[src/bdt_pkg.sv]
`timescale 1ns / 1ps

package bdt_pkg;

    // Samples in one audio frame
    localparam int FRAME_SAMPLES = 80;

    // Field widths
    localparam int CARD_W   = 9;
    localparam int FILL_W   = 12;
    localparam int DELAY_W  = 14;
    localparam int MULT_W   = 2;
    localparam int RSDLY_W  = 8;
    localparam int GAP_W    = 16;
    localparam int COUNT_W  = 6;
    localparam int RAW_W    = 16;
    localparam int FRAME_W  = $clog2(FRAME_SAMPLES + 1);

    // Configuration port
    localparam int CFG_IDX_W  = 1;
    localparam int CFG_DATA_W = 8;
    localparam logic [CFG_IDX_W-1:0] REG_RATE_MULT      = 1'd0;
    localparam logic [CFG_IDX_W-1:0] REG_RESAMPLE_DELAY = 1'd1;

    // Stream widths
    localparam int S_TDATA_W = 24;
    localparam int M_TDATA_W = 32;

    // Hysteresis constants
    localparam logic signed [GAP_W-1:0] GAP_HIGH = 16'sd224;
    localparam logic signed [GAP_W-1:0] GAP_LOW  = 16'sd96;
    localparam logic [COUNT_W-1:0] CHANGE_LIMIT  = 6'd25;
    localparam logic [COUNT_W-1:0] COUNT_MAX     = 6'd63;
    localparam logic [DELAY_W-1:0] DELAY_MARGIN  = 14'd160;

    // Raw delay estimate and the flush flag it implies
    typedef struct packed {
        logic signed [RAW_W-1:0] raw;
        logic                    flush;
    } raw_info_t;

endpackage

[src/bdt_raw_delay.sv]
`timescale 1ns / 1ps

module bdt_raw_delay (
    input  logic [bdt_pkg::CARD_W-1:0]  card_ms,
    input  logic [bdt_pkg::FILL_W-1:0]  far_fill,
    input  logic                        resampling_on,
    input  logic [bdt_pkg::MULT_W-1:0]  rate_multiplier,
    input  logic [bdt_pkg::RSDLY_W-1:0] resample_delay,
    output bdt_pkg::raw_info_t          raw_info
);
    import bdt_pkg::*;

    logic [CARD_W+2:0]        card_samples;
    logic [CARD_W+4:0]        card_scaled;
    logic signed [RAW_W-1:0]  raw_base;
    logic signed [RAW_W-1:0]  raw_adj;
    logic signed [RAW_W-1:0]  frame_s;

    // card_ms * 8 * multiplier, a shift and a 2-bit multiply
    assign card_samples = {card_ms, 3'b000};
    assign card_scaled  = (CARD_W+5)'(card_samples) * (CARD_W+5)'(rate_multiplier);

    assign raw_base = $signed(RAW_W'(card_scaled)) - $signed(RAW_W'(far_fill))
                    - (resampling_on ? $signed(RAW_W'(resample_delay)) : '0);

    assign frame_s = $signed(RAW_W'(FRAME_SAMPLES));

    // Below one frame: ask for a flush and add a frame back
    always_comb begin
        raw_adj        = raw_base;
        raw_info.flush = 1'b0;
        if (raw_base < frame_s) begin
            raw_info.flush = 1'b1;
            raw_adj        = raw_base + frame_s;
        end
        raw_info.raw = raw_adj;
    end

endmodule

[src/bdt_tracker.sv]
`timescale 1ns / 1ps

module bdt_tracker (
    input  logic                         aclk,
    input  logic                         aresetn,
    input  logic                         update_en,
    input  logic signed [bdt_pkg::RAW_W-1:0] raw,
    output logic [bdt_pkg::DELAY_W-1:0]  smoothed_next,
    output logic [bdt_pkg::DELAY_W-1:0]  known_next
);
    import bdt_pkg::*;

    localparam int SUM_W  = RAW_W + 3;
    localparam int DIV_W  = SUM_W - 1;
    localparam int RECIP_W = 16;
    localparam int PROD_W = DIV_W + RECIP_W;
    // ceil(2^18 / 5): exact quotient for dividends below 2^18
    localparam logic [RECIP_W-1:0] RECIP5 = 16'd52429;

    logic [DELAY_W-1:0]       filtered_reg;
    logic [DELAY_W-1:0]       applied_reg;
    logic signed [GAP_W-1:0]  prev_gap_reg;
    logic [COUNT_W-1:0]       count_reg;
    logic [COUNT_W-1:0]       count_next;

    logic signed [SUM_W-1:0]  sum;
    logic [PROD_W-1:0]        prod;
    logic signed [GAP_W-1:0]  gap;
    logic [COUNT_W-1:0]       count_inc;

    // Smoothing: (4*old + new) / 5, clamped at zero
    assign sum  = $signed({3'b000, filtered_reg, 2'b00}) + SUM_W'(raw);
    assign prod = PROD_W'(sum[DIV_W-1:0]) * PROD_W'(RECIP5);
    assign smoothed_next = sum[SUM_W-1] ? '0 : prod[18 +: DELAY_W];

    // Gap between smoothed and applied delay
    assign gap = $signed({2'b00, smoothed_next}) - $signed({2'b00, applied_reg});
    assign count_inc = (count_reg == COUNT_MAX) ? count_reg : count_reg + 1'b1;

    always_comb begin
        if (gap > GAP_HIGH) begin
            count_next = (prev_gap_reg < GAP_LOW) ? '0 : count_inc;
        end else if (gap < GAP_LOW && applied_reg != '0) begin
            count_next = (prev_gap_reg > GAP_HIGH) ? '0 : count_inc;
        end else begin
            count_next = '0;
        end
    end

    // Jump the applied delay once the counter passes the limit
    always_comb begin
        known_next = applied_reg;
        if (count_next > CHANGE_LIMIT) begin
            known_next = (smoothed_next > DELAY_MARGIN) ? smoothed_next - DELAY_MARGIN : '0;
        end
    end

    always_ff @(posedge aclk) begin
        if (!aresetn) begin
            filtered_reg <= '0;
            applied_reg  <= '0;
            prev_gap_reg <= '0;
            count_reg    <= '0;
        end else if (update_en) begin
            filtered_reg <= smoothed_next;
            applied_reg  <= known_next;
            prev_gap_reg <= gap;
            count_reg    <= count_next;
        end
    end

endmodule

[src/buffer_delay_tracker.sv]
`timescale 1ns / 1ps

// Buffer delay tracker: one transfer per audio frame in, one result transfer out.
// Each frame item passes an input register, combinational update logic (raw delay,
// divide-by-five smoothing through a constant reciprocal multiply, hysteresis
// counter) and a result register; a new item is taken every cycle unless the
// result stream stalls; the filter and hysteresis state updates once per item,
// which is what bounds the rate at one item per clock. A full result register
// holds off new items only while m_tready is low. Configuration writes take
// effect on the next item and must be made while no item is in flight.
module buffer_delay_tracker (
    input  logic                               aclk,
    input  logic                               aresetn,
    // Configuration
    input  logic                               cfg_wr_en,
    input  logic [bdt_pkg::CFG_IDX_W-1:0]      cfg_index,
    input  logic [bdt_pkg::CFG_DATA_W-1:0]     cfg_wdata,
    // Input stream
    input  logic                               s_tvalid,
    output logic                               s_tready,
    // [8:0] card_ms, [20:9] far_fill, [21] resampling_on, [23:22] zero
    input  logic [bdt_pkg::S_TDATA_W-1:0]      s_tdata,
    // Result stream
    output logic                               m_tvalid,
    input  logic                               m_tready,
    // [13:0] known_delay, [14] flush_frame, [28:15] smoothed_delay, [31:29] zero
    output logic [bdt_pkg::M_TDATA_W-1:0]      m_tdata
);
    import bdt_pkg::*;

    logic [MULT_W-1:0]  rate_mult_reg;
    logic [RSDLY_W-1:0] resample_dly_reg;

    logic               in_valid_reg;
    logic [CARD_W-1:0]  card_reg;
    logic [FILL_W-1:0]  fill_reg;
    logic               resamp_reg;

    logic               out_valid_reg;
    logic [DELAY_W-1:0] known_reg;
    logic               flush_reg;
    logic [DELAY_W-1:0] smoothed_reg;

    logic               advance;
    raw_info_t          raw_info;
    logic [DELAY_W-1:0] smoothed_next;
    logic [DELAY_W-1:0] known_next;

    // Configuration registers
    always_ff @(posedge aclk) begin
        if (!aresetn) begin
            rate_mult_reg    <= MULT_W'(1);
            resample_dly_reg <= RSDLY_W'(1);
        end else if (cfg_wr_en) begin
            case (cfg_index)
                REG_RATE_MULT:      rate_mult_reg    <= cfg_wdata[MULT_W-1:0];
                REG_RESAMPLE_DELAY: resample_dly_reg <= cfg_wdata[RSDLY_W-1:0];
                default: ;
            endcase
        end
    end

    // Handshake: stage moves when the result register is free or being drained
    assign advance  = in_valid_reg && (!out_valid_reg || m_tready);
    assign s_tready = !in_valid_reg || advance;

    // Input register
    always_ff @(posedge aclk) begin
        if (!aresetn) begin
            in_valid_reg <= 1'b0;
        end else if (s_tready) begin
            in_valid_reg <= s_tvalid;
        end
    end

    always_ff @(posedge aclk) begin
        if (s_tready && s_tvalid) begin
            card_reg   <= s_tdata[CARD_W-1:0];
            fill_reg   <= s_tdata[CARD_W +: FILL_W];
            resamp_reg <= s_tdata[CARD_W+FILL_W];
        end
    end

    bdt_raw_delay u_raw (
        .card_ms         (card_reg),
        .far_fill        (fill_reg),
        .resampling_on   (resamp_reg),
        .rate_multiplier (rate_mult_reg),
        .resample_delay  (resample_dly_reg),
        .raw_info        (raw_info)
    );

    bdt_tracker u_trk (
        .aclk          (aclk),
        .aresetn       (aresetn),
        .update_en     (advance),
        .raw           (raw_info.raw),
        .smoothed_next (smoothed_next),
        .known_next    (known_next)
    );

    // Result register
    always_ff @(posedge aclk) begin
        if (!aresetn) begin
            out_valid_reg <= 1'b0;
        end else if (advance) begin
            out_valid_reg <= 1'b1;
        end else if (m_tready) begin
            out_valid_reg <= 1'b0;
        end
    end

    always_ff @(posedge aclk) begin
        if (advance) begin
            known_reg    <= known_next;
            flush_reg    <= raw_info.flush;
            smoothed_reg <= smoothed_next;
        end
    end

    assign m_tvalid = out_valid_reg;
    assign m_tdata  = {3'b000, smoothed_reg, flush_reg, known_reg};

endmodule
[config.mk]
export PLATFORM = sky130hd
export DESIGN_NAME = buffer_delay_tracker
export DESIGN_NICKNAME = d
export VERILOG_FILES = /design/src/bdt_pkg.sv /design/src/bdt_raw_delay.sv /design/src/bdt_tracker.sv /design/src/buffer_delay_tracker.sv
export SDC_FILE = /design/constraint.sdc
export NUM_CORES = 1
export LEC_CHECK = 0
export ABC_AREA = 1
export BUFFER_PORTS_ARGS = -buffer_cell sky130_fd_sc_hd__buf_2
export CORE_ASPECT_RATIO = 1.2
export CORE_UTILIZATION = 45
export CTS_BUF_LIST = sky130_fd_sc_hd__clkbuf_8 sky130_fd_sc_hd__clkbuf_16
export DETAILED_ROUTE_END_ITERATION = 6
export HOLD_SLACK_MARGIN = 0.12
export PLACE_DENSITY = 0.62
export SYNTH_ARGS = -nofsm -noshare
export SYNTH_HDL_FRONTEND = slang
export SYNTH_SLANG_ARGS = --single-unit
[constraint.sdc]
create_clock -name aclk -period 15.45 [get_ports aclk]
set_input_delay 0.7725 -clock aclk [delete_from_list [all_inputs] [get_ports aclk]]
set_output_delay 0.7725 -clock aclk [all_outputs]
set_load 0.05 [all_outputs]
==> results.txt, run 1 <==
Synthesized area = 13800 um^2
Finish-stage setup viols = 0
Final TNS setup = 0 ns
First-pass GRT wire length = 55400 um
Top-count cell post-synth = inv_1
Yosys Warn Count = 0
Post-Route WL = 33500 um
Synth top area cells = ha_1 (17%), fa_1 (13%), inv_1 (11%), edfxtp_1 (11%), dfxtp_1 (8.8%)
CP startpoint kind = flop
RR Endpoint = known_reg[12]
Synth Register Bits = 112
Synth cell types = 57
Latest clock arrival within the worst-skew pair = 0.36 ns
DRC viols = 0
Final clock period utilization by the worst path = 91.9%
Hold_sp = u_trk.prev_gap_reg[2]
Initial Util = 46.2%
Vias per cell = 5.08
Crit path top cell by count = nand2_1
Maxcap violations = 0
Length in cells of the worst reg-to-reg path = 83
CTS tree = done
Yosys top cell area share = 17.2%
Crit path largest cell delay = 0.56 ns
RSZ-0062 raised after global routing = false
Routed WL per cell = 14.8 um
Detailed placement HPWL = 28100 um
Post-synthesis async set-or-reset flop share = 0%
WP data arrival = 14.31 ns
Initial DRC count = 585
Nets@finish = 2190
Sequential area share after synthesis = 19.9%
CP Max Fanout = 30
Vias in the first global route = 11400
Setup crit end kind = flop
Number of synthesized flops with an enable pin = 51
Final critical-path required period = 14.19 ns
Largest net degree at the start of global routing = 62
Fmax = 0.0705 GHz
Port-buffer cells = 66
Run status = finished, final reports clean
Syn Inst Count = 1812
Tot GR Track Use = 22.1%
Num CTS Buffers = 9
DR pass1 iterations = 7
Die area = 31400 um^2
Area leader, netlist = ha_1
Hold-critical path depth = 2
Worst-path clk slew = 0.08 ns
Max reg flops = 15
Via count = 11500
Sink Count = 112
Maximum clock insertion buffer count = 2
Number of fill cells in the layout = 2989
CP Data Required Time = 15.56 ns
Relative slew slack = 43.0%
Hold Crit Class = reg -> reg
Worst Hold Path EP = u_trk.prev_gap_reg[2]
Final Hold Violating Endpoints = 0
Post-synth top cells = inv_1 (413), nand2_1 (319), ha_1 (190), a21oi_1 (113), nor2_1 (107)
Hold buffer count at CTS = 0
# IOs = 72
Die Span Y = 194 um
Fin cells = 2269
FP Rows = 69
Crit-path slowest cell = fa_1
ANT nets after route = 0
Clock Root Buffer = clkbuf_16
Core box area = 30000 um^2
Htree depth = 3
Chip width = 162 um
Clk_skew = 0.0147 ns
Setup Crit Path Kind = reg -> reg
Layout cell share with drive strength beyond 1 = 9.85%
Slew @ Worst Pin = 0.854 ns
Syn avg cell area = 7.63 um^2
ANT cells = 0
Routability cong. = 0.916
Initial antenna violation count = 0
Placed insts = 2251
Layout overhead on the synthesized area = 8.26%
Top FF cell, synth = dfxtp_1
Reg2reg setup slack = 1.26 ns
Max Slew Vio Count = 0
FF-to-FF Start = rate_mult_reg[1]
Grt ovf = 0
[final cells by class]
type	count	area [um^2]	area share (%)
tap	390	488	3.26
multi-input combinational	1253	9440	63.0
timing repair buffer	78	433	2.89
clock inverter	7	62.6	0.418
sequential	112	2750	18.4
clock buffer	9	225	1.50
inverter	420	1580	10.5
[worst max path at each step]
| stage | start | slack (ns) | cells after the start | end |
|---|---|---|---|---|
| after floorplan | rate_mult_reg[0] | 2.36 | 85 | known_reg[6] |
| after global placement | rate_mult_reg[1] | 0.67 | 84 | known_reg[6] |
| after detailed placement | rate_mult_reg[1] | 0.54 | 84 | known_reg[12] |
| after CTS | rate_mult_reg[1] | 0.47 | 88 | u_trk.applied_reg[12] |
| after global routing | rate_mult_reg[1] | 0.0003 | 80 | u_trk.applied_reg[12] |
| final | rate_mult_reg[1] | 1.26 | 83 | known_reg[12] |
[stage by stage]
| step | hold WS (ns) | area [um^2] | utilization (%) | setup slack (ns) |
|---|---|---|---|---|
| 2_1_floorplan | 0.442 | 13800 | - | 2.36 |
| 3_3_place_gp | 0.454 | 14600 | 48.7 | 0.674 |
| 3_5_place_dp | 0.467 | 14600 | 48.7 | 0.544 |
| 4_1_cts | 0.479 | 14900 | 49.6 | 0.473 |
| 5_1_grt | 0.512 | 15000 | 50.0 | 0.000263 |
| 6_report | 0.473 | 15000 | 50.0 | 1.26 |
[placed cells by master (no fill, tap or decap), drive strengths merged, types with 3 or more instances in the layout]
cell	instances
xnor2	24
o21ai	79
nand3b	3
edfxtp	51
nand3	97
buf	78
a21o	14
o21bai	10
xor2	66
or2	8
inv	420
a31oi	6
nor4	9
clkbuf	9
conb	3
nor3	13
nor2	116
ha	190
o31ai	3
clkinv	6
a21oi	115
nand2	340
nand4	30
o211ai	20
dfxtp	61
fa	88
a21boi	4
o21a	4
[routing by layer]
layer	vias up	global-route usage (%)	share of wire [%]
li1	5894	-	-
met1	5386	26.6	43
met2	206	41.2	51
met3	41	1.80	2.9
met4	0	6.29	2.2
met5	-	0	0
[critical path, delay by kind of cell (launching register included)]
family	cells	cell delay, ns
AO/OA/AOI/OAI	12	2.04
XOR/XNOR	5	0.98
adder cells (fa/ha/maj)	13	5.10
buffers and inverters	15	1.13
flip-flops	1	0.44
AND/OR/NAND/NOR	38	4.22
[cells by family (layout without fill, tap and decap cells)]
kind of cell    after synthesis  count (layout)  share of synthesized area, %
simple gates                619             619                          20.4
compound gates              263             263                          11.1
other cells                   1               3                        0.0271
xor+xnor                     90              90                          5.94
flops                       112             112                          19.9
buf+inv                     449             514                          12.6
fa+ha+maj                   278             278                          29.9
[what timing repair did]
action | CTS | global route
buffers inserted | 0 | 2
setup endpoints to repair | 0 | 34
resized for setup | 0 | 24
Power of run 1 is left out: the tool's default activity adds up to more than one toggle a clock period on the data nets, which glitch-free logic cannot reach.
==> inputs of run 2 (changes only) <==
--- a/config.mk
+++ b/config.mk
@@ -8,6 +8,7 @@
 export ABC_AREA = 1
 export BUFFER_PORTS_ARGS = -buffer_cell sky130_fd_sc_hd__buf_2
 export CORE_ASPECT_RATIO = 1.2
+export CORE_MARGIN = 2
 export CORE_UTILIZATION = 45
 export CTS_BUF_LIST = sky130_fd_sc_hd__clkbuf_8 sky130_fd_sc_hd__clkbuf_16
 export DETAILED_ROUTE_END_ITERATION = 6
==> run 2 against run 1 <==
Clock skew decreased by 0.0055 ns. Wire length decreased by 0.68%. Critical path depth increased by 2. Largest cell class unchanged. Die area increased by 2.3%. Setup slack improved by 0.067 ns.
==> results.txt, run 2 (same netlist as run 1, synthesis figures left out) <==
Slew @ Worst Pin = 1.05 ns
FP Rows = 70
Nets@finish = 2194
Vias per cell = 5.05
ANT cells = 0
Initial antenna violation count = 0
Die Span Y = 196 um
Detailed placement HPWL = 28300 um
Initial Util = 45.5%
Core box area = 30400 um^2
Via count = 11500
# IOs = 72
Setup Crit Path Kind = reg -> reg
Fmax = 0.0708 GHz
Finish-stage setup viols = 0
Relative slew slack = 29.8%
DRC viols = 0
Chip width = 164 um
Initial DRC count = 531
Placed cell area = 14600 um^2
Clk_skew = 0.00922 ns
Worst-path clk slew = 0.08 ns
Run status = finished, final reports clean
Crit path top cell by count = nand2_1
Final instance area = 15000 um^2
Maxcap violations = 0
Sink Count = 112
WP data arrival = 14.22 ns
Largest net degree at the start of global routing = 102
Htree depth = 3
Routed WL per cell = 14.6 um
Reg2reg setup slack = 1.32 ns
Port-buffer cells = 66
Layout overhead on the synthesized area = 8.41%
ANT nets after route = 0
CP Max Fanout = 30
DR pass1 iterations = 5
Crit-path slowest cell = fa_1
Final clock period utilization by the worst path = 91.4%
CP Data Required Time = 15.54 ns
Maximum clock insertion buffer count = 2
Crit path largest cell delay = 0.55 ns
Most common cell after layout, fill and taps aside = inv_1
Max Slew Vio Count = 0
Number of fill cells in the layout = 2996
Latest clock arrival within the worst-skew pair = 0.35 ns
First-pass GRT wire length = 55200 um
Layout cell share with drive strength beyond 1 = 10.0%
CTS tree = done
Clock Root Buffer = clkbuf_16
Vias in the first global route = 11600
Max reg flops = 15
Setup crit end kind = flop
Tot GR Track Use = 21.5%
Routability cong. = 0.874
Final Hold Violating Endpoints = 0
Hold Crit Class = reg -> reg
Utilization after layout = 49.3%
CP startpoint kind = flop
Most frequent cells in the layout = inv_1 (412), nand2_1 (318), ha_1 (190)
Die area = 32200 um^2
Post-Route WL = 33300 um
Num CTS Buffers = 9
Final critical-path required period = 14.13 ns
Grt ovf = 0
-- run 2: cell types whose count changed in the layout (fill, tap and decap cells not counted), sizes merged --
cell / delta
buf: +4
clkinv: -2
inv: +2
-- run 2: critical path: cells and delay by family, from the launching register on --
kind | cells | cell delay, ns
flip-flops | 1 | 0.41
AND/OR/NAND/NOR | 35 | 3.78
adder cells (fa/ha/maj) | 13 | 5.05
XOR/XNOR | 4 | 0.79
buffers and inverters | 16 | 1.28
AO/OA/AOI/OAI | 17 | 2.48
-- run 2: routing by layer --
metal,GRT usage [%],share of wire (%)
met1,25.7,43
met2,40.0,51
met3,1.88,2.9
met4,7.57,3.0
met5,0,0
-- run 2: final timing paths --
kind / start / depth (start not counted) / endpoint
worst max-delay path: rate_mult_reg[1] / 85 / known_reg[7]
worst min-delay path: u_trk.prev_gap_reg[2] / 2 / u_trk.prev_gap_reg[2]
worst max register to register: rate_mult_reg[1] / 85 / known_reg[7]
worst min register to register: u_trk.prev_gap_reg[2] / 2 / u_trk.prev_gap_reg[2]
-- run 2: cell type report --
cell class                      instances  area (um^2)  share of cell area [%]
Timing Repair Buffer                   82          463                    3.09
Clock inverter                          7         65.1                   0.434
Clock buffer                            9          225                    1.50
Sequential cell                       112         2760                    18.4
Multi-Input combinational cell       1253         9410                    62.8
Tap cell                              396          495                    3.30
Inverter                              420         1580                    10.5
-- run 2: what timing repair did --
item / in CTS / in global routing
setup endpoints to repair: 0 / 34
resized for setup: 0 / 23
buffers inserted: 0 / 3
hold buffers: 0 / 0
hold endpoints to repair: 0 / 0
-- run 2: per-stage QoR --
stage	hold WS (ns)	TNS, ns	cells	setup WS [ns]
floorplan	0.442	0	1814	2.36
global placement	0.454	0	2260	0.669
detailed placement	0.461	0	2260	0.563
CTS	0.478	0	2276	0.508
global route	0.506	-0.0303	2279	-0.0127
finish	0.475	0	2279	1.32
Power of run 2 is left out for the same reason.
==> inputs of run 3 (changes only) <==
--- a/config.mk
+++ b/config.mk
@@ -16,4 +16,5 @@
 export PLACE_DENSITY = 0.62
 export SYNTH_ARGS = -nofsm -noshare
 export SYNTH_HDL_FRONTEND = slang
+export SYNTH_HIERARCHICAL = 1
 export SYNTH_SLANG_ARGS = --single-unit
==> run 3 against run 2 <==
Via count grew 9.9%. Non-clock buffer count is 12 lower. Clock-buffer cell count stayed put. Core utilization decreased by 0.51 points. Synthesized area up 6.7%. Sequential cell count unchanged. Critical path depth is 5 lower. Die area up 6.5%. Maximum frequency is 2.3% higher. Highest routed layer unchanged.
==> results.txt, run 3 <==
Vias per cell = 4.99
Hold-critical path depth = 2
FF-to-FF Start = rate_mult_reg[1]
ANT nets after route = 0
Post-synth top cells = nand2_1 (486), inv_1 (451), ha_1 (188), nor2_1 (130), nand3_1 (129)
Fmax = 0.0724 GHz
Post-Route WL = 36100 um
Length in cells of the worst reg-to-reg path = 80
Maxcap violations = 0
Largest net degree at the start of global routing = 76
Crit path top cell by count = nand2_1
Htree depth = 3
Core box area = 32300 um^2
Layout cell share with drive strength beyond 1 = 10.4%
RR Endpoint = known_reg[0]
Reg2reg setup slack = 1.63 ns
Initial DRC count = 568
Routed WL per cell = 14.3 um
Synthesized area = 14800 um^2
Tot GR Track Use = 21.9%
Top-count cell post-synth = nand2_1
Sink Count = 112
Most common cell after layout, fill and taps aside = nand2_1
Worst-path clk slew = 0.08 ns
CTS tree = done
Routability cong. = 0.956
Die Span Y = 202 um
Max Slew Vio Count = 0
Maximum clock insertion buffer count = 2
Setup crit end kind = flop
DR pass1 iterations = 6
Nets@finish = 2434
Number of synthesized flops with an enable pin = 51
Synth top area cells = ha_1 (16%), nand2_1 (12%), fa_1 (12%), inv_1 (11%), edfxtp_1 (10%)
Grt ovf = 0
Syn avg cell area = 7.13 um^2
Port-buffer cells = 66
Vias in the first global route = 12500
Hold buffer count at CTS = 0
Relative slew slack = 39.9%
Final critical-path required period = 13.82 ns
Syn Inst Count = 2068
Setup Crit Path Kind = reg -> reg
Die area = 34300 um^2
Chip width = 169 um
Yosys Warn Count = 6
Synth cell types = 54
Post-CTS Resized = 0
Synth Register Bits = 112
Post-synthesis async set-or-reset flop share = 0%
Yosys top cell area share = 15.9%
Crit-path slowest cell = fa_1
Clock Root Buffer = clkbuf_16
DRC viols = 0
CP startpoint kind = flop
Final Hold Violating Endpoints = 0
Clk_skew = 0.0131 ns
Crit path largest cell delay = 0.58 ns
CP Max Fanout = 15
Via count = 12600
Top FF cell, synth = dfxtp_1
Hold Crit Class = reg -> reg
Area leader, netlist = ha_1
CP Data Required Time = 15.55 ns
Slew @ Worst Pin = 0.900 ns
Detailed placement HPWL = 31000 um
Most frequent cells in the layout = nand2_1 (486), inv_1 (451), ha_1 (188)
WP data arrival = 13.92 ns
RSZ-0062 raised after global routing = false
Worst Hold Path EP = resample_dly_reg[0]
ANT cells = 0
First-pass GRT wire length = 60200 um
Final clock period utilization by the worst path = 89.4%
Hold_sp = resample_dly_reg[0]
Latest clock arrival within the worst-skew pair = 0.37 ns
Crit. Startpoint = rate_mult_reg[1]
# IOs = 72
Finish-stage setup viols = 0
Sequential area share after synthesis = 18.7%
Initial Util = 45.7%
Run status = finished, final reports clean
Final TNS setup = 0 ns
Layout overhead on the synthesized area = 6.75%
Postcts setup bufs = 0
FP Rows = 72
Num CTS Buffers = 9
Initial antenna violation count = 0
Max reg flops = 15
run 3: stage by stage:
stage               std cells  worst slack, ns  util [%]  cell area, um^2  hold slack, ns
floorplan                2070             3.34         -            14800           0.427
global placement         2517             1.79      47.9            15500           0.458
detailed placement       2517             1.67      47.9            15500           0.463
CTS                      2533             1.61      48.8            15800           0.484
global route             2533            0.175      48.8            15800           0.497
finish                   2533             1.63      48.8            15800           0.480
run 3: kinds of logic after synthesis:
kind of cell	Yosys count	synth area share [%]
adder cells (fa/ha/maj)	275	27.7
AND/OR/NAND/NOR	905	28.1
other	1	0.0254
buffers and inverters	498	13.2
AO/OA/AOI/OAI	207	7.90
flip-flops	112	18.7
XOR/XNOR	70	4.36
run 3: area by class of cell:
| cell class | instances | area [um^2] |
|---|---|---|
| clock inverters | 7 | 72.6 |
| clock buffers | 9 | 225 |
| well taps | 407 | 509 |
| repair buffers | 70 | 360 |
| flip-flops and latches | 112 | 2750 |
| inverters | 468 | 1760 |
| fillers | 3325 | 16500 |
| multi-input cells | 1460 | 10100 |
run 3: routing by layer:
layer	global-route usage [%]	up-vias	share of wire [%]
met5	0	-	0
met4	7.78	0	3.2
met3	1.49	71	2.3
met2	41.7	207	52
met1	25.5	5804	43
li1	-	6559	-
run 3: how the worst max path moves through the flow:
stage	endpoint	depth (start not counted)
CTS	known_reg[0]	80
floorplan	known_reg[8]	84
detailed placement	known_reg[0]	80
global placement	known_reg[0]	80
global route	u_trk/applied_reg[12]	83
finish	known_reg[0]	80
run 3: critical path: cells and delay by family, from the launching register on:
kind / cells / cell delay (ns)
flip-flops: 1 / 0.55
buffers and inverters: 15 / 1.38
AO/OA/AOI/OAI: 8 / 1.33
AND/OR/NAND/NOR: 42 / 4.78
adder cells (fa/ha/maj): 13 / 5.23
XOR/XNOR: 2 / 0.26
Power of run 3 is left out for the same reason.
